--- config.mk ---
export PLATFORM = sky130hd
export DESIGN_NAME = ise_cell
export DESIGN_NICKNAME = d
export VERILOG_FILES = /design/src/sv/ise_pkg.sv /design/src/sv/ise_cell.sv
export SDC_FILE = /design/constraint.sdc
export NUM_CORES = 1
export LEC_CHECK = 0
export BUFFER_PORTS_ARGS = -buffer_cell sky130_fd_sc_hd__buf_2
export CAP_MARGIN = 0
export CORE_MARGIN = 4
export CORE_UTILIZATION = 30
export CTS_CLUSTER_DIAMETER = 120
export DETAILED_ROUTE_END_ITERATION = 16
export PLACE_DENSITY_LB_ADDON = 0.15
export SYNTH_ARGS = -nofsm -noshare
export SYNTH_HDL_FRONTEND = slang
export SYNTH_SLANG_ARGS = --single-unit
--- constraint.sdc ---
create_clock -name clk_i -period 2.4 [get_ports clk_i]
set_clock_uncertainty 0.05 [all_clocks]
set_input_delay 0.12 -clock clk_i [delete_from_list [all_inputs] [get_ports clk_i]]
set_output_delay 0.12 -clock clk_i [all_outputs]
set_load 0.005 [all_outputs]
--- src/sv/ise_pkg.sv ---
// Shared types and constants for the integer sort engine.
// Used by ise_cell and integer_sort_engine; no dependencies.
package ise_pkg;

  localparam int MaxItems = 64;
  localparam int CountW   = $clog2(MaxItems + 1);

  typedef struct packed {
    logic signed [31:0] value;
    logic               last;
  } in_req_t;

  typedef struct packed {
    logic signed [31:0] value_res;
    logic               last_res;
    logic               overflow;
  } out_req_t;

  typedef struct packed {
    logic               valid;
    logic signed [31:0] value;
  } slot_t;

  typedef enum logic [2:0] {
    OP_HOLD   = 3'b001,
    OP_INSERT = 3'b010,
    OP_SHIFT  = 3'b100
  } cell_op_e;

  typedef enum logic [2:0] {
    ST_LOAD   = 3'b001,
    ST_SETTLE = 3'b010,
    ST_DRAIN  = 3'b100
  } state_e;

endpackage

--- src/sv/ise_cell.sv ---
// One cell of the systolic insertion chain: a stored slot and a carry slot.
// Depends on ise_pkg.
module ise_cell (
  input  logic             clk_i,
  input  logic             rst_ni,
  input  ise_pkg::cell_op_e op_i,
  input  ise_pkg::slot_t   left_i,
  input  ise_pkg::slot_t   right_i,
  output ise_pkg::slot_t   stored_o,
  output ise_pkg::slot_t   pass_o
);
  import ise_pkg::*;

  slot_t stored_q, stored_d;
  slot_t carry_q, carry_d;

  always_comb begin
    stored_d = stored_q;
    carry_d  = carry_q;
    pass_o   = '0;
    case (op_i)
      OP_INSERT: begin
        carry_d = left_i;
        if (carry_q.valid) begin
          if (!stored_q.valid) begin
            stored_d = carry_q;
          end else if (carry_q.value < stored_q.value) begin
            stored_d = carry_q;
            pass_o   = stored_q;
          end else begin
            pass_o = carry_q;
          end
        end
      end
      OP_SHIFT: begin
        stored_d = right_i;
        carry_d  = '0;
      end
      default: begin
      end
    endcase
  end

  always_ff @(posedge clk_i or negedge rst_ni) begin
    if (!rst_ni) begin
      stored_q <= '0;
      carry_q  <= '0;
    end else begin
      stored_q <= stored_d;
      carry_q  <= carry_d;
    end
  end

  assign stored_o = stored_q;

endmodule

# ---- Yosys cells after proc, flatten, opt, wreduce, memory -nomap -nowiden
# Cells that the tools add are included.
dict set report totals {
  in_bits 71
  ff_bits 66
  wordCells 21
  output_inout_bits 66
}
dict set report op_classes {
  n_mux 9
  n_reduce_logical 3
  n_eq_ne 4
  n_lt_le_gt_ge 1
}
# cell count
set ops {}
lappend ops {{33-bit two-way mux} 4}
lappend ops {{33-bit one-hot mux with 2 select lines} 2}
lappend ops {{32-bit two-way mux} 3}
lappend ops {{32-bit less-than comparator} 1}
lappend ops {{3-bit by 2-bit == test with 1-bit output, second input constant} 1}
lappend ops {{3-bit == test, second input constant} 1}
lappend ops {{3-bit != test, second input constant} 1}
lappend ops {{3-bit AND reduction} 1}
lappend ops {{2-bit != test, second input constant} 1}
lappend ops {{2-bit AND reduction} 1}
lappend ops {{2-bit nonzero test} 1}

# ---- Logic depth before layout (Yosys ltp)
# Gate-level depths: netlist of run 1.
dict set report logic_depth {
  ltp_word 5
  ltp_mapped 11
  ltp_nobuf 9
}

# ---- Worst setup path before layout of run 1
# No wires, ideal clock.
dict set report synth_timing {
  path_kind {reg-to-output}
  start {register stored_q, in the netlist stored_o[31]}
  end {output pass_o[10] (netlist bit)}
  path_slack_ps -169
  t_required_ps 2230
  stages_incl_launch_ff 12
  arrival_time_ps 2399
  n_path_buf 2
  path_cell_list {dfrtp_1 > inv_1 > ha_1 > nand4_1 > nor3_1 > a21oi_1 > o221ai_1 > buf_2 > nor2_2 > buf_2 > nand3_1 > a21oi_1}
}
# item line_no
set synth_lines {}
lappend synth_lines {{start, declared} ise_cell.sv:14} ;# slot_t stored_q, stored_d;
lappend synth_lines {{start signal, assigned} ise_cell.sv:49} ;# stored_q <= stored_d;
lappend synth_lines {{end, declared} ise_cell.sv:10} ;# output ise_pkg::slot_t pass_o

==> flow_metrics.tcl, run 1 <==
set metrics [dict create \
    cts_buffer_depth 2 \
    routed_wl_um 16400 \
    worst_setup_path_end_kind "primary output" \
    start_util_pct 30.8 \
    wl_per_cell_um 16.5 \
    numCtsBuffers 9 \
    synth_nets 629 \
    ys_ff_latch 66 \
    finalPower_mw 5.71 \
    via_per_inst 4.95 \
    drcViolationCount 0 \
    final_cell_mix "buf_2, nand2_1, buf_4" \
    die_w_um 128 \
    powerDensity_nw_per_um2 771 \
    timing.fmax_mhz 332 \
    cts-root-buf "clkbuf_16" \
    yosysWarnings 0 \
    max-cap-violations 0 \
    finalCritPeriodShare_pct 126 \
    drt_iter0_markers 346 \
    synthAdderAreaFrac_pct 9.00 \
    nets 910 \
    die_area_um2 16400 \
    yosysSeqAreaShare_pct 38.3 \
    hp-start "right_i[12]" \
    num_rows 43 \
    num_vias 4904 \
    antenna_found_initial 0 \
    rsz0062_at_grt "yes" \
    rr_startpoint "carry_q[27]" \
    tritoncts "yes" \
    outcome "complete, but fails checks" \
    syn2layout_area_growth_pct 71.7 \
    cp_max_fo 5 \
    synthArstFlopShare_pct 100 \
    slowest_stage "dfrtp_1" \
    cp-startpoint "carry_q[27]" \
    grt.overflow.total 0 \
    path_cells "ha_4, nand4_1, buf_4, nor4_4, and2_4, a22oi_2, a31oi_4, buf_12, buf_12, mux2i_1, nor2_1, buf_2" \
    h-tree-depth 3 \
    synth_top_family_by_area "simple AND/OR/NAND/NOR gates" \
    synth_flop_cell "dfrtp_1" \
    io_pins 137 \
    clk-insertion-delay-late_ns 0.34 \
    path_common_cell "buf_12" \
    endpoint "pass_o[28]" \
    grt_pass1_wl_um 25900 \
    path_clk_slew_ns 0.05 \
    synthMuxAreaShare_pct 3.25 \
    r2r_end "stored_o[15]" \
    ant_nets 0 \
    hold_path.class "in2reg" \
    place_ws_ns -0.345 \
    violations "negative setup slack" \
    grt_max_degree 43 \
    cp_data_arrival_time_ns 2.85 \
    cp.required_ns 2.23 \
    num-fill-cells 1297 \
    coreArea_um2 14000 \
    port_buffers 136 \
    final_max_slew_viol_count 0 \
    critical_path_class "reg2out" \
    postSynthAreaPerCell_um2 8.18 \
    yosys.area_share.simple_pct 21.7 \
    peakVddDrop_uv 441 \
    first_pass_iters 4 \
    tightest_slew_ns 0.766 \
    cp_num_buf_inv 4 \
    hold_viol_final 0 \
    synth_compound_area_share_pct 21.3 \
    power.leakage_nw 3.61 \
    gp_congestion 0.777 \
    final_common_cell "buf_2" \
    timing.final.ws_setup_ns -0.616 \
    first_global_vias 5066 \
    synth-xor-area-share_pct 0 \
    synth_cell_type_count 35 \
    relSlewSlack_pct 48.9 \
    synth_edf_count 0 \
    holdWs_ns 0.0596 \
    cp-start-kind "register" \
    syn_area_um2 4310 \
    reg2regPathDepth 14 \
    fin_util_pct 52.9 \
    clock-sinks 66 \
    fp.dieH_um 128 \
    setup_viol 64 \
    min_period_ns 3.02 \
    cp.depth 12 \
    cpLargestDelayFamily "simple AND/OR/NAND/NOR gates" \
    regToRegSetupSlack_ns -0.39 \
    drive_above_1_share_pct 42.6 \
    hpwl_um 10700 \
    n_antenna_cell 0 \
    critPathMaxStageDelay_ns 0.41 \
    syn_inst 527 \
    track_usage_pct 20.1 \
]
[layout make-up]
type | instances | area, µm² | area share (%)
Inverter | 36 | 135 | 1.83
Tap cell | 180 | 225 | 3.04
Sequential cell | 66 | 1650 | 22.3
Timing Repair Buffer | 303 | 2300 | 31.1
Clock buffer | 12 | 236 | 3.19
Clock inverter | 1 | 5.00 | 0.0676
Multi-Input combinational cell | 392 | 2850 | 38.5
[metal layers]
layer	part of all wire, %	vias to the layer above	global-route usage, %	wire [µm]
met5	0	-	0	0
met4	1.3	0	6.12	207
met1	45	2303	27.7	7320
li1	-	2424	-	-
met3	6.5	17	3.54	1070
met2	47	160	32.3	7770
[metrics by stage]
stage	setup TNS (ns)	instances	instance area (µm²)
2_1_floorplan	-0.504	527	4390
3_3_place_gp	-16.82	909	5950
3_5_place_dp	-17.65	909	5950
4_1_cts	-29.43	976	7080
5_1_grt	-34.06	990	7400
6_report	-26.70	990	7400
[logic make-up after synthesis]
group | Yosys count
adders and majority gates | 31
and+or+nand+nor | 211
muxes | 14
AOI/OAI and AO/OA | 136
DFF | 66
buffers and inverters | 69
[worst min-delay path by stage]
stage                         endpoint  cells after the start
final                     stored_o[12]                      4
after floorplan             carry_q[0]                      0
after detailed placement   carry_q[13]                      1
after global placement     carry_q[13]                      1
after CTS                  stored_o[4]                      4
after global routing      stored_o[27]                      4
[report_power, final]
| part | switching [mW] | internal (mW) |
|---|---|---|
| Sequential | 0.135 | 1.34 |
| Clock | 0.456 | 0.680 |
| Combinational | 1.48 | 1.61 |
[registers in the layout, summed over array words and instances (netlist names)]
signal    cells
carry_q      33
stored_o     33
[synthesized netlist by cell type (all sizes together) (6+ instances only)]
cell / instances / share of area (%)
nand2: 108 / 9.4
dfrtp: 66 / 38
nand3: 50 / 5.8
o21ai: 37 / 4.3
inv: 36 / 3.1
o21a: 36 / 6.3
a21oi: 33 / 3.8
ha: 31 / 9.0
clkbuf: 23 / 2.0
nor2: 19 / 1.7
a221oi: 16 / 3.3
and3: 16 / 2.3
mux2i: 14 / 3.3
buf: 10 / 1.3
nand4: 6 / 0.87
nor3: 6 / 0.70
[worst reg2reg max path, delay by kind of cell, from the launching register on]
| family | cells | cell delay, ns |
|---|---|---|
| flops | 1 | 0.41 |
| simple gates | 3 | 0.63 |
| compound gates | 3 | 0.38 |
| buf+inv | 7 | 0.90 |
| fa+ha+maj | 1 | 0.30 |
[repair_timing]
item,in CTS,in global routing
resized for setup,50,38
hold buffers,35,0
cloned,6,1
endpoints found under the setup margin,64,64
pin swaps,27,18
buffers inserted,13,15
hold endpoints to repair,63,0
Power figures use the tool's default switching activity.
==> run 2: changes to the inputs <==
--- a/config.mk
+++ b/config.mk
@@ -7,8 +7,10 @@
 export LEC_CHECK = 0
 export BUFFER_PORTS_ARGS = -buffer_cell sky130_fd_sc_hd__buf_2
 export CAP_MARGIN = 0
+export CELL_PAD_IN_SITES_DETAIL_PLACEMENT = 1
+export CELL_PAD_IN_SITES_GLOBAL_PLACEMENT = 2
 export CORE_MARGIN = 4
-export CORE_UTILIZATION = 30
+export CORE_UTILIZATION = 26
 export CTS_CLUSTER_DIAMETER = 120
 export DETAILED_ROUTE_END_ITERATION = 16
 export PLACE_DENSITY_LB_ADDON = 0.15
==> flow_metrics.tcl, run 2 (synthesized netlist as in run 1, its figures left out) <==
set metrics [dict create \
    cp.depth 9 \
    h-tree-depth 3 \
    die_w_um 137 \
    path_cells "ha_1, nand4_1, nor4_4, and2_4, a22o_1, nor2_4, a311o_1, nor3_2, buf_2" \
    final_max_slew_viol_count 0 \
    cp-start-kind "register" \
    power.leakage_nw 3.73 \
    slowest_stage "nor4_4" \
    worst_setup_path_end_kind "primary output" \
    syn2layout_area_growth_pct 80.7 \
    drive_above_1_share_pct 45.8 \
    ant_nets 0 \
    cpLargestDelayFamily "simple AND/OR/NAND/NOR gates" \
    grt_max_degree 67 \
    cp-startpoint "carry_q[18]" \
    track_usage_pct 20.0 \
    path_clk_slew_ns 0.05 \
    numCtsBuffers 9 \
    timing.fmax_mhz 335 \
    hp-start "right_i[32]" \
    outcome "complete, but fails checks" \
    min_path_cells 3 \
    tightest_slew_ns 0.886 \
    cp_num_buf_inv 1 \
    fin_setup_tns_ns -27.14 \
    tritoncts "yes" \
    antenna_found_initial 0 \
    p_int_mw 3.90 \
    timing.final.ws_setup_ns -0.584 \
    cp.required_ns 2.23 \
    comb_power_share_pct 54.2 \
    max-cap-violations 0 \
    via_per_inst 4.85 \
    wl_per_cell_um 18.1 \
    final_common_cell "buf_2" \
    io_pins 137 \
    final_cell_mix "buf_2, nand2_1, buf_4" \
    num_rows 46 \
    grt_pass1_wl_um 29200 \
    clock-sinks 66 \
    fp.dieH_um 137 \
    relSlewSlack_pct 40.9 \
    cp_data_arrival_time_ns 2.81 \
    switching_share_pct 36.7 \
    hold_viol_final 0 \
    finalCritPeriodShare_pct 124 \
    grt.overflow.total 0 \
    gp_congestion 0.750 \
    reg2regPathDepth 12 \
    peakVddDrop_uv 432 \
    critical_path_class "reg2out" \
    final_cell_area_um2 7790 \
    regToRegSetupSlack_ns -0.41 \
    rr_startpoint "carry_q[18]" \
    start_util_pct 26.9 \
    drt_iter0_markers 160 \
    coreArea_um2 16100 \
    n_antenna_cell 0 \
    setup_viol 64 \
    switchingPower_mw 2.26 \
    cp_max_fo 3 \
    dpl-instance-area_um2 6030 \
    power.share.clock_pct 21.5 \
    seq_power_share_pct 24.3 \
    num_vias 5001 \
    routed_wl_um 18700 \
    powerDensity_nw_per_um2 791 \
    drcViolationCount 0 \
    first_pass_iters 4 \
    critPathMaxStageDelay_ns 0.40 \
    cts-root-buf "clkbuf_16" \
    rsz0062_at_grt "yes" \
    cts_buffer_depth 2 \
    min_period_ns 2.98 \
    clk-insertion-delay-late_ns 0.33 \
    violations "negative setup slack" \
    hpwl_um 11700 \
    nets 912 \
    die_area_um2 18700 \
    port_buffers 136 \
    first_global_vias 5483 \
    hold_path.class "in2reg" \
]
run 2: changes by cell type in the layout (fill, tap and decap cells not counted), sizes merged:
| cell | before | now |
|---|---|---|
| dlygate4sd3 | 35 | 34 |
| buf | 267 | 270 |
| bufinv | 0 | 1 |
| clkbuf | 13 | 15 |
run 2: through the flow:
step           instances  hold WS [ns]  total power [mW]  utilization, %  worst slack, ns
4_1_cts             1025       0.00294              6.02            47.4           -0.558
2_1_floorplan        527        -0.226              2.78               -          -0.0189
3_3_place_gp         943         0.242              3.91            37.5           -0.270
3_5_place_dp         943         0.249              3.97            37.5           -0.315
5_1_grt             1031        0.0310              6.59            48.5           -0.692
6_report            1031       0.00776              6.16            48.5           -0.584
run 2: worst paths after layout:
path                           endpoint
hold / removal             stored_o[32]
setup reg to reg           stored_o[25]
setup / recovery             pass_o[30]
max in group asynchronous    carry_q[3]
min in group asynchronous   carry_q[13]
hold reg to reg             carry_q[32]
run 2: layer usage:
| metal | global-route usage (%) | part of all wire [%] | vias to the layer above |
|---|---|---|---|
| li1 | - | - | 2421 |
| met1 | 26.3 | 45 | 2436 |
| met2 | 34.7 | 50 | 125 |
| met3 | 3.09 | 3.8 | 19 |
| met4 | 4.43 | 1.3 | 0 |
| met5 | 0 | 0 | - |
run 2: area by class of cell:
class / instances / area, µm²
Multi-Input combinational cell: 392 / 2980
Sequential cell: 66 / 1650
Timing Repair Buffer: 305 / 2450
Fill cell: 1892 / 8270
Clock buffer: 14 / 264
Clock inverter: 2 / 35.0
Tap cell: 216 / 270
Inverter: 36 / 135
run 2: power by group through the flow:
| stage | clock [mW] | combinational, mW | sequential (mW) |
|---|---|---|---|
| 5_1_grt | 1.43 | 3.63 | 1.52 |
| 2_1_floorplan | 0 | 1.20 | 1.58 |
| 6_report | 1.33 | 3.34 | 1.50 |
| 3_3_place_gp | 0 | 2.42 | 1.49 |
| 3_5_place_dp | 0 | 2.47 | 1.50 |
| 4_1_cts | 1.37 | 3.17 | 1.48 |
run 2: timing repair:
item,4_1_cts,5_1_grt
gates resized for setup,88,24
hold buffers,34,0
buffers inserted,25,7
gates cloned,8,1
pin swaps,32,28
setup endpoints to repair,64,64
endpoints found under the hold margin,99,0
run 2: worst reg2reg max path, stage by stage, from the launching register on:
cell and delay (ns):
dfrtp_1 0.38, ha_1 0.30, nand4_1 0.21, nor4_4 0.41, and2_4 0.21, a22o_1 0.21, buf_4 0.15, o41ai_4 0.07
buf_6 0.16, buf_12 0.13, buf_12 0.12, buf_16 0.13, o21a_1 0.17
